[src/midi_fep_pkg.sv]
`timescale 1ns / 1ps

package midi_fep_pkg;

    // Result kinds.
    localparam logic [2:0] KIND_HEADER  = 3'd0;
    localparam logic [2:0] KIND_EVENT   = 3'd1;
    localparam logic [2:0] KIND_PAYLOAD = 3'd2;
    localparam logic [2:0] KIND_STOPPED = 3'd3;
    localparam logic [2:0] KIND_EOF     = 3'd4;

    // Chunk signatures, big-endian ASCII.
    localparam logic [31:0] SIG_MTHD = 32'h4D54_6864;
    localparam logic [31:0] SIG_MTRK = 32'h4D54_726B;
    localparam logic [31:0] SIG_XFIH = 32'h5846_4948;
    localparam logic [31:0] SIG_XFKM = 32'h5846_4B4D;
    localparam logic [31:0] SIG_CONT = 32'h436F_6E74;

    // Status and meta codes.
    localparam logic [7:0] STATUS_SYSEX        = 8'hF0;
    localparam logic [7:0] STATUS_SYSEX_ESC    = 8'hF7;
    localparam logic [7:0] STATUS_SONG_POS     = 8'hF2;
    localparam logic [7:0] STATUS_SONG_SELECT  = 8'hF3;
    localparam logic [7:0] STATUS_REALTIME_MIN = 8'hF8;
    localparam logic [7:0] STATUS_META         = 8'hFF;
    localparam logic [7:0] META_END_OF_TRACK   = 8'h2F;
    localparam logic [3:0] TYPE_PROG_CHANGE    = 4'hC;
    localparam logic [3:0] TYPE_CHAN_PRESSURE  = 4'hD;
    localparam logic [3:0] TYPE_SYSTEM         = 4'hF;

    typedef struct packed {
        logic [7:0] file_byte;
        logic       end_of_file;
    } t_in_item;

    typedef struct packed {
        logic [2:0]  kind;
        logic [15:0] track_index;
        logic [31:0] delta_time;
        logic [7:0]  status;
        logic [7:0]  first_data;
        logic [7:0]  second_data;
        logic [31:0] payload_length;
        logic        last_of_event;
        logic [15:0] file_format;
        logic [15:0] track_count;
        logic [15:0] division;
        logic        stream_done;
    } t_result;

endpackage

[src/midi_fep_parser.sv]
`timescale 1ns / 1ps

module midi_fep_parser (
    input  logic                  i_clk,
    input  logic                  i_rst_n,
    input  logic                  i_take,
    input  midi_fep_pkg::t_in_item i_item,
    output logic                  o_res_valid,
    output midi_fep_pkg::t_result o_res
);

    typedef enum logic [4:0] {
        PH_HSIG, PH_HLEN, PH_HFMT, PH_HNTRK, PH_HDIV, PH_CSIG, PH_TLEN, PH_SLEN,
        PH_SKIP, PH_DELTA, PH_STAT, PH_D2A, PH_D2B, PH_D1, PH_MTYPE, PH_LEN,
        PH_PAY, PH_DONE
    } t_phase;

    t_phase      r_phase, n_phase;
    logic [2:0]  r_bc, n_bc;
    logic [31:0] r_acc, n_acc;
    logic [7:0]  r_running, n_running;
    logic [7:0]  r_cur, n_cur;
    logic [31:0] r_delta, n_delta;
    logic [31:0] r_rem, n_rem;
    logic [7:0]  r_first, n_first;
    logic [15:0] r_fmt, n_fmt;
    logic [15:0] r_ntrk, n_ntrk;
    logic [15:0] r_trk, n_trk;

    logic [7:0]  b;
    logic [31:0] acc8, acc7;
    logic [2:0]  bc1;
    logic        emit_ev, emit_plain, do_end, stop;
    logic [2:0]  ev_kind;
    logic [7:0]  ev_first, ev_second;
    logic [31:0] ev_len;
    logic        ev_last;
    midi_fep_pkg::t_result res;

    always_comb begin
        b        = i_item.file_byte;
        acc8     = {r_acc[23:0], b};
        acc7     = {r_acc[24:0], b[6:0]};
        bc1      = r_bc + 3'd1;
        n_phase  = r_phase;
        n_bc     = r_bc;
        n_acc    = r_acc;
        n_running = r_running;
        n_cur    = r_cur;
        n_delta  = r_delta;
        n_rem    = r_rem;
        n_first  = r_first;
        n_fmt    = r_fmt;
        n_ntrk   = r_ntrk;
        n_trk    = r_trk;
        emit_ev  = 1'b0;
        emit_plain = 1'b0;
        do_end   = 1'b0;
        stop     = 1'b0;
        ev_kind  = midi_fep_pkg::KIND_EVENT;
        ev_first = 8'd0;
        ev_second = 8'd0;
        ev_len   = 32'd0;
        ev_last  = 1'b1;
        res      = '0;

        unique case (r_phase)
            PH_HSIG, PH_HLEN, PH_CSIG, PH_TLEN, PH_SLEN: begin
                // Four-byte big-endian fields.
                n_acc = acc8;
                n_bc  = bc1;
                if (bc1 == 3'd4) begin
                    n_bc = 3'd0;
                    if (r_phase == PH_HSIG) begin
                        if (acc8 == midi_fep_pkg::SIG_MTHD) begin
                            n_phase = PH_HLEN;
                        end else begin
                            stop = 1'b1;
                        end
                    end else if (r_phase == PH_HLEN) begin
                        n_phase = PH_HFMT;
                    end else if (r_phase == PH_CSIG) begin
                        if (acc8 == midi_fep_pkg::SIG_MTRK) begin
                            n_phase = PH_TLEN;
                        end else if (acc8 == midi_fep_pkg::SIG_XFIH ||
                                     acc8 == midi_fep_pkg::SIG_XFKM ||
                                     acc8 == midi_fep_pkg::SIG_CONT) begin
                            n_phase = PH_SLEN;
                        end else begin
                            stop = 1'b1;
                        end
                    end else if (r_phase == PH_TLEN) begin
                        n_running = 8'd0;
                        n_acc     = 32'd0;
                        n_phase   = PH_DELTA;
                    end else begin
                        n_rem   = acc8;
                        n_phase = (acc8 != 32'd0) ? PH_SKIP : PH_CSIG;
                    end
                end
            end
            PH_HFMT, PH_HNTRK, PH_HDIV: begin
                n_acc = acc8;
                n_bc  = bc1;
                if (bc1 == 3'd2) begin
                    n_bc = 3'd0;
                    if (r_phase == PH_HFMT) begin
                        n_fmt   = acc8[15:0];
                        n_phase = PH_HNTRK;
                    end else if (r_phase == PH_HNTRK) begin
                        n_ntrk  = acc8[15:0];
                        n_phase = PH_HDIV;
                    end else begin
                        emit_plain      = 1'b1;
                        res.kind        = midi_fep_pkg::KIND_HEADER;
                        res.file_format = r_fmt;
                        res.track_count = r_ntrk;
                        res.division    = acc8[15:0];
                        n_acc           = 32'd0;
                        n_phase         = PH_CSIG;
                    end
                end
            end
            PH_SKIP: begin
                n_rem = r_rem - 32'd1;
                if (n_rem == 32'd0) begin
                    n_phase = PH_CSIG;
                end
            end
            PH_DELTA: begin
                n_acc = acc7;
                if (!b[7]) begin
                    n_delta = acc7;
                    n_phase = PH_STAT;
                end
            end
            PH_STAT: begin
                if (b[7]) begin
                    n_cur   = b;
                    n_first = 8'd0;
                    if (b < midi_fep_pkg::STATUS_SYSEX) begin
                        n_running = b;
                    end else if (b < midi_fep_pkg::STATUS_REALTIME_MIN) begin
                        n_running = 8'd0;
                    end
                    priority if (b[7:4] != midi_fep_pkg::TYPE_SYSTEM) begin
                        n_phase = (b[7:4] == midi_fep_pkg::TYPE_PROG_CHANGE ||
                                   b[7:4] == midi_fep_pkg::TYPE_CHAN_PRESSURE) ?
                                  PH_D1 : PH_D2A;
                    end else if (b == midi_fep_pkg::STATUS_SYSEX ||
                                 b == midi_fep_pkg::STATUS_SYSEX_ESC) begin
                        n_acc   = 32'd0;
                        n_phase = PH_LEN;
                    end else if (b == midi_fep_pkg::STATUS_META) begin
                        n_phase = PH_MTYPE;
                    end else if (b == midi_fep_pkg::STATUS_SONG_POS) begin
                        n_phase = PH_D2A;
                    end else if (b == midi_fep_pkg::STATUS_SONG_SELECT) begin
                        n_phase = PH_D1;
                    end else begin
                        emit_ev = 1'b1;
                        do_end  = 1'b1;
                    end
                end else begin
                    n_cur = r_running;
                    if (r_running == 8'd0) begin
                        // Orphan data byte: empty event, then the byte is a delta.
                        n_first = 8'd0;
                        emit_ev = 1'b1;
                        n_acc   = {24'd0, b};
                        n_delta = {24'd0, b};
                        n_phase = PH_STAT;
                    end else if (r_running[7:4] == midi_fep_pkg::TYPE_PROG_CHANGE ||
                                 r_running[7:4] == midi_fep_pkg::TYPE_CHAN_PRESSURE) begin
                        n_first  = b;
                        emit_ev  = 1'b1;
                        ev_first = b;
                        do_end   = 1'b1;
                    end else begin
                        n_first = b;
                        n_phase = PH_D2B;
                    end
                end
            end
            PH_D2A: begin
                n_first = b;
                n_phase = PH_D2B;
            end
            PH_D2B: begin
                emit_ev   = 1'b1;
                ev_first  = r_first;
                ev_second = b;
                do_end    = 1'b1;
            end
            PH_D1: begin
                ev_first = (r_cur == midi_fep_pkg::STATUS_SONG_SELECT) ? {1'b0, b[6:0]} : b;
                n_first  = ev_first;
                emit_ev  = 1'b1;
                do_end   = 1'b1;
            end
            PH_MTYPE: begin
                n_first = b;
                n_acc   = 32'd0;
                n_phase = PH_LEN;
            end
            PH_LEN: begin
                n_acc = acc7;
                if (!b[7]) begin
                    emit_ev  = 1'b1;
                    ev_first = r_first;
                    if (acc7 == 32'd0) begin
                        do_end = 1'b1;
                    end else begin
                        n_rem   = acc7;
                        ev_len  = acc7;
                        ev_last = 1'b0;
                        n_phase = PH_PAY;
                    end
                end
            end
            PH_PAY: begin
                n_rem    = r_rem - 32'd1;
                emit_ev  = 1'b1;
                ev_kind  = midi_fep_pkg::KIND_PAYLOAD;
                ev_first = b;
                ev_len   = r_acc;
                ev_last  = (n_rem == 32'd0);
                do_end   = (n_rem == 32'd0);
            end
            PH_DONE: begin
            end
            default: begin
            end
        endcase

        if (do_end) begin
            n_acc = 32'd0;
            if (n_cur == midi_fep_pkg::STATUS_META &&
                n_first == midi_fep_pkg::META_END_OF_TRACK) begin
                n_trk   = r_trk + 16'd1;
                n_bc    = 3'd0;
                n_phase = PH_CSIG;
            end else begin
                n_phase = PH_DELTA;
            end
        end

        if (stop) begin
            n_phase         = PH_DONE;
            res.kind        = midi_fep_pkg::KIND_STOPPED;
            res.stream_done = 1'b1;
        end

        if (emit_ev) begin
            res.kind           = ev_kind;
            res.delta_time     = r_delta;
            res.status         = n_cur;
            res.first_data     = ev_first;
            res.second_data    = ev_second;
            res.payload_length = ev_len;
            res.last_of_event  = ev_last;
        end

        res.track_index = r_trk;

        if (i_item.end_of_file && r_phase != PH_DONE) begin
            if (!(emit_ev || emit_plain || stop)) begin
                res      = '0;
                res.kind = midi_fep_pkg::KIND_EOF;
                res.track_index = r_trk;
            end
            res.stream_done = 1'b1;
            n_phase         = PH_DONE;
        end

        o_res       = res;
        o_res_valid = (r_phase != PH_DONE) &&
                      (emit_ev || emit_plain || stop || i_item.end_of_file);
    end

    always_ff @(posedge i_clk) begin
        if (!i_rst_n) begin
            r_phase   <= PH_HSIG;
            r_bc      <= 3'd0;
            r_acc     <= 32'd0;
            r_running <= 8'd0;
            r_cur     <= 8'd0;
            r_delta   <= 32'd0;
            r_rem     <= 32'd0;
            r_first   <= 8'd0;
            r_fmt     <= 16'd0;
            r_ntrk    <= 16'd0;
            r_trk     <= 16'd0;
        end else if (i_take) begin
            r_phase   <= n_phase;
            r_bc      <= n_bc;
            r_acc     <= n_acc;
            r_running <= n_running;
            r_cur     <= n_cur;
            r_delta   <= n_delta;
            r_rem     <= n_rem;
            r_first   <= n_first;
            r_fmt     <= n_fmt;
            r_ntrk    <= n_ntrk;
            r_trk     <= n_trk;
        end
    end

endmodule

[src/midi_fep_out_stage.sv]
`timescale 1ns / 1ps

module midi_fep_out_stage (
    input  logic                  i_clk,
    input  logic                  i_rst_n,
    input  logic                  i_load,
    input  midi_fep_pkg::t_result i_res,
    input  logic                  i_ready,
    output logic                  o_free,
    output logic                  o_valid,
    output midi_fep_pkg::t_result o_res
);

    logic                  r_valid;
    midi_fep_pkg::t_result r_res;

    // The stage can take a new result when empty or when its content leaves now.
    assign o_free  = !r_valid || i_ready;
    assign o_valid = r_valid;
    assign o_res   = r_res;

    always_ff @(posedge i_clk) begin
        if (!i_rst_n) begin
            r_valid <= 1'b0;
        end else if (i_load) begin
            r_valid <= 1'b1;
        end else if (i_ready) begin
            r_valid <= 1'b0;
        end
    end

    always_ff @(posedge i_clk) begin
        if (i_load) begin
            r_res <= i_res;
        end
    end

endmodule

[src/midi_file_event_parser.sv]
`timescale 1ns / 1ps
// Standard MIDI File event parser.
// Input channel: one file byte per transfer on i_valid / o_ready, with
// i_end_of_file marking the final byte. Output channel: one result per transfer
// on o_valid / i_ready, fields as separate ports (header, event, payload byte,
// parse stopped or end of file, selected by o_kind).
// A byte is captured in an input register; once the output register is free, the
// parser state machine consumes it and, when it yields a result, loads the output
// register, whose content drives o_valid. While the receiver does not stall, one
// byte can be taken in every cycle, so the sustained rate is one byte per clock.
// The single combinational step from input register to result register sets
// that rate.
// When the receiver stalls, the result waits in the output register while the
// next byte still moves into the input register; bytes that give no result keep
// flowing only as the output register frees up, and o_ready drops once both
// registers are occupied.
// Synchronous active-low reset empties both registers and returns the parser to
// looking for the header signature. After a stop or end-of-file result the
// parser ignores all further bytes until the next reset.
module midi_file_event_parser (
    input  logic        i_clk,
    input  logic        i_rst_n,
    input  logic        i_valid,
    output logic        o_ready,
    input  logic [7:0]  i_file_byte,
    input  logic        i_end_of_file,
    output logic        o_valid,
    input  logic        i_ready,
    output logic [2:0]  o_kind,
    output logic [15:0] o_track_index,
    output logic [31:0] o_delta_time,
    output logic [7:0]  o_status,
    output logic [7:0]  o_first_data,
    output logic [7:0]  o_second_data,
    output logic [31:0] o_payload_length,
    output logic        o_last_of_event,
    output logic [15:0] o_file_format,
    output logic [15:0] o_track_count,
    output logic [15:0] o_division,
    output logic        o_stream_done
);

    logic                   r_in_valid;
    midi_fep_pkg::t_in_item r_in;
    logic                   out_free;
    logic                   take;
    logic                   res_valid;
    midi_fep_pkg::t_result  res;
    midi_fep_pkg::t_result  out_res;

    // The held byte is consumed whenever the output register can take a result.
    assign take    = r_in_valid && out_free;
    assign o_ready = !r_in_valid || take;

    always_ff @(posedge i_clk) begin
        if (!i_rst_n) begin
            r_in_valid <= 1'b0;
        end else if (i_valid && o_ready) begin
            r_in_valid <= 1'b1;
        end else if (take) begin
            r_in_valid <= 1'b0;
        end
    end

    always_ff @(posedge i_clk) begin
        if (i_valid && o_ready) begin
            r_in.file_byte   <= i_file_byte;
            r_in.end_of_file <= i_end_of_file;
        end
    end

    midi_fep_parser u_parser (
        .i_clk       (i_clk),
        .i_rst_n     (i_rst_n),
        .i_take      (take),
        .i_item      (r_in),
        .o_res_valid (res_valid),
        .o_res       (res)
    );

    midi_fep_out_stage u_out (
        .i_clk   (i_clk),
        .i_rst_n (i_rst_n),
        .i_load  (take && res_valid),
        .i_res   (res),
        .i_ready (i_ready),
        .o_free  (out_free),
        .o_valid (o_valid),
        .o_res   (out_res)
    );

    assign o_kind           = out_res.kind;
    assign o_track_index    = out_res.track_index;
    assign o_delta_time     = out_res.delta_time;
    assign o_status         = out_res.status;
    assign o_first_data     = out_res.first_data;
    assign o_second_data    = out_res.second_data;
    assign o_payload_length = out_res.payload_length;
    assign o_last_of_event  = out_res.last_of_event;
    assign o_file_format    = out_res.file_format;
    assign o_track_count    = out_res.track_count;
    assign o_division       = out_res.division;
    assign o_stream_done    = out_res.stream_done;

endmodule

[config.mk]
export PLATFORM = sky130hd
export DESIGN_NAME = midi_file_event_parser
export DESIGN_NICKNAME = d
export VERILOG_FILES = /design/src/midi_fep_pkg.sv /design/src/midi_fep_parser.sv /design/src/midi_fep_out_stage.sv /design/src/midi_file_event_parser.sv
export SDC_FILE = /design/constraint.sdc
export NUM_CORES = 1
export LEC_CHECK = 0
export BUFFER_PORTS_ARGS = -buffer_cell sky130_fd_sc_hd__buf_2
export CAP_MARGIN = 10
export CORE_AREA = 2 2 169 171
export DETAILED_ROUTE_END_ITERATION = 6
export DIE_AREA = 0 0 171 173
export PLACE_DENSITY_LB_ADDON = 0.08
export SYNTH_ARGS = -nofsm -noshare
export SYNTH_HDL_FRONTEND = slang
export SYNTH_HIERARCHICAL = 1
export SYNTH_SLANG_ARGS = --single-unit
[constraint.sdc]
create_clock -name i_clk -period 6.2 [get_ports i_clk]
set_input_delay 0.31 -clock i_clk [delete_from_list [all_inputs] [get_ports i_clk]]
set_output_delay 0.31 -clock i_clk [all_outputs]
set_load 0.02 [all_outputs]
==> run_results.csv <==
group,metric,value,unit
global_routing,antenna_found_initial,0,
synth,yosysMostFrequentCell,"nor2_1",
clocking,cts_tree,"done",
synth,yosys.area.top_type,"edfxtp_1",
timing,finalCritPeriodShare,67.51,%
setup_path,worstSetupStartpoint,"u_parser/r_phase[3]",
synth,ys_top_cells_by_count,"nor2_1, dfxtp_1, edfxtp_1",
timing,worst_slew_pin_slew,1225,ps
synth,synth-edff-count,166,
routing,antenna_left,0,
clocking,numCtsBuffers,36,
setup_path,cp_data_required_time,6650,ps
synth,synth_fp_nets,1628,
setup_path,cp-start-kind,"register",
floorplan,fp-row-count,61,
timing,finalHoldViolCount,0,
setup_path,cp-endpoint,"u_parser/r_trk[15]",
timing,fmax,238.9,MHz
setup_path,r2r_slack,2010,ps
timing,setup_viol,0,
placement,placed_area,17050,sq um
synth,ys_top_cells_by_area,"edfxtp_1, dfxtp_1, a22o_1",
synth,ys_seq_area_share,53.15,%
clocking,cts.clk_slew.worst_paths,60,ps
power_and_ir_drop,finalPower,4.886,mW
synth,ys_async_sr_fraction,0,%
floorplan,core-area,27630,sq um
floorplan,die_width,171,um
floorplan,io_pins,172,
run,cap_violations,0,
power_and_ir_drop,p_leak,6.822,nW
timing,period_needed,4186,ps
timing,finClkSkew,8.608,ps
routing,first_pass_iters,5,
clocking,clock-sinks,344,
hold_path,hold_path.class,"in -> reg",
setup_path,crit_fanout,28,
global_routing,track_usage,28.70,%
floorplan,start_util,58.21,%
routing,wl_per_cell,20.73,um
setup_path,r2r_start,"u_parser/r_phase[3]",
setup_path,arrival,4640,ps
synth,syn_area_per_cell,9.996,sq um
finish,nNetsFinal,1719,
routing,drt_first_iter_violations,1565,
routing,drcViolationCount,0,
synth,synthFlopType,"dfxtp_1",
synth,synth_top_area_share,30.99,%
setup_path,setup.worst_path.class,"reg -> reg",
timing,relSlewSlack,18.33,%
floorplan,dieArea,29580,sq um
synth,synth_cells,1609,
routing,num_vias,13200,
placement,place_ws,2114,ps
finish,final_area,18320,sq um
setup_path,rr_worst_depth,9,
setup_path,worstSetupEndpointType,"register",
timing,rsz0062_at_grt,"no",
clocking,clockBufferDepth,3,
routing,via_per_inst,6.265,
timing,fin_ws,2014,ps
timing,tns,0,ps
run_status,outcome,"complete, no violations",
global_routing,grt_pass1_vias,12120,
routing,totalWireLength,43.67,mm
setup_path,r2r_end,"u_parser/r_trk[15]",
synth,ys_seq_elements,344,
power_and_ir_drop,powerDensity,266.8,nW/um^2
synth,synth_area,16080,sq um
placement,dp_hpwl,28.03,mm
clocking,clock_latency,520,ps
synth,ys_warn_count,6,
global_routing,overflow,0,
clocking,root_buffer,"clkbuf_16",
clocking,htreeDepth,2,
timing,slew_viol_final,0,
finish,area_growth,13.88,%
global_routing,grt_pass1_wl,67.60,mm
finish,drive_gt1_share,16.39,%
floorplan,dieHeight,173,um
synth,ys_types,83,
power_and_ir_drop,irDropWorstVdd,218.9,uV
finish,num-fill-cells,2261,
global_routing,grt_max_degree,159,
placement,port_buffers,171,
placement,gp_congestion,1.006,
## state kept, by name, summed over array words and instances (netlist names), 9 cells and up
| signal | flops |
|---|---|
| u_out/o_res | 157 |
| u_parser/r_acc | 32 |
| u_parser/r_delta | 32 |
| u_parser/r_rem | 32 |
| u_parser/r_fmt | 16 |
| u_parser/r_ntrk | 16 |
| u_parser/r_trk | 16 |
| r_in | 9 |
## cell type report
class / count / area (sq um) / share of cell area (%)
Timing Repair Buffer: 203 / 1135 / 6.196
Tap cell: 378 / 473.0 / 2.582
Sequential cell: 344 / 8548 / 46.67
Inverter: 21 / 80.08 / 0.4372
Antenna cell: 1 / 2.502 / 0.01366
Clock inverter: 18 / 175.2 / 0.9564
Multi-Input combinational cell: 1094 / 6919 / 37.78
Clock buffer: 47 / 982.2 / 5.363
## critical path: stages (launching register included)
cell and delay, ps:
dfxtp_1 880, nor2b_1 480, a21oi_1 190, nor4_1 380, nand4_1 190, a2111oi_0 450
buf_4 220, nand2_1 540, nor4_1 540, mux2i_1 220
## layer usage
metal | vias to the layer above | global-route usage, % | share of wire [%]
met5 | - | 0 | 0
met4 | 0 | 5.862 | 1.6
met3 | 61 | 5.699 | 8.8
met2 | 621 | 44.27 | 45
met1 | 6357 | 42.16 | 44
li1 | 6156 | - | -
## metrics by stage
step	util (%)	hold WS (ps)	std cells
floorplan	-	408.9	1609
global placement	61.72	434.9	2030
detailed placement	61.72	435.3	2030
CTS	66.24	32.54	2104
global route	66.28	64.96	2105
finish	66.29	41.08	2106
## logic make-up (layout without fill, tap and decap cells)
family | Yosys count | after routing | share of synthesized area (%)
AND/OR/NAND/NOR | 618 | 618 | 20.08
AO/OA/AOI/OAI | 410 | 410 | 18.55
flip-flops | 344 | 344 | 53.15
buffers and inverters | 171 | 289 | 4.170
multiplexers | 40 | 40 | 2.497
XOR/XNOR | 20 | 20 | 1.089
adder cells (fa/ha/maj) | 6 | 6 | 0.4668
other | 0 | 1 | 0
## what timing repair did
action                                 4_1_cts  5_1_grt
hold buffers                                 9        0
endpoints found under the hold margin        9        0
setup buffers                                0        0
gates resized for setup                      0        0
## where the power goes
group / leakage [nW] / internal (mW) / switching, mW
clock network: 0.569 / 1.24 / 0.864
logic: 3.26 / 0.0920 / 0.212
registers: 2.99 / 2.42 / 0.0547
total: 6.82 / 3.76 / 1.13
## worst min-delay path by stage
stage / startpoint / endpoint / slack (ps) / depth (start not counted)
6_report: i_valid / r_in_valid / 40 / 3
5_1_grt: i_valid / r_in_valid / 60 / 3
4_1_cts: i_valid / r_in_valid / 30 / 3
3_5_place_dp: u_parser/r_trk[15] / u_out/o_res[153] / 440 / 0
3_3_place_gp: u_parser/r_delta[12] / u_parser/r_delta[12] / 430 / 2
2_1_floorplan: i_end_of_file / r_in[0] / 410 / 0
## layout by cell type (no fill, tap or decap), types with 27 or more instances in the layout
master / n
nand3_1: 52
nor2_1: 180
clkbuf_16: 36
o21ai_0: 42
edfxtp_1: 166
nor2b_1: 43
dfxtp_1: 178
a21oi_1: 91
nor3_1: 29
a22o_1: 84
buf_2: 171
and2_1: 57
nor4_1: 27
a211oi_1: 34
nand2_1: 106
mux2i_1: 39
Power figures use the tool's default switching activity.
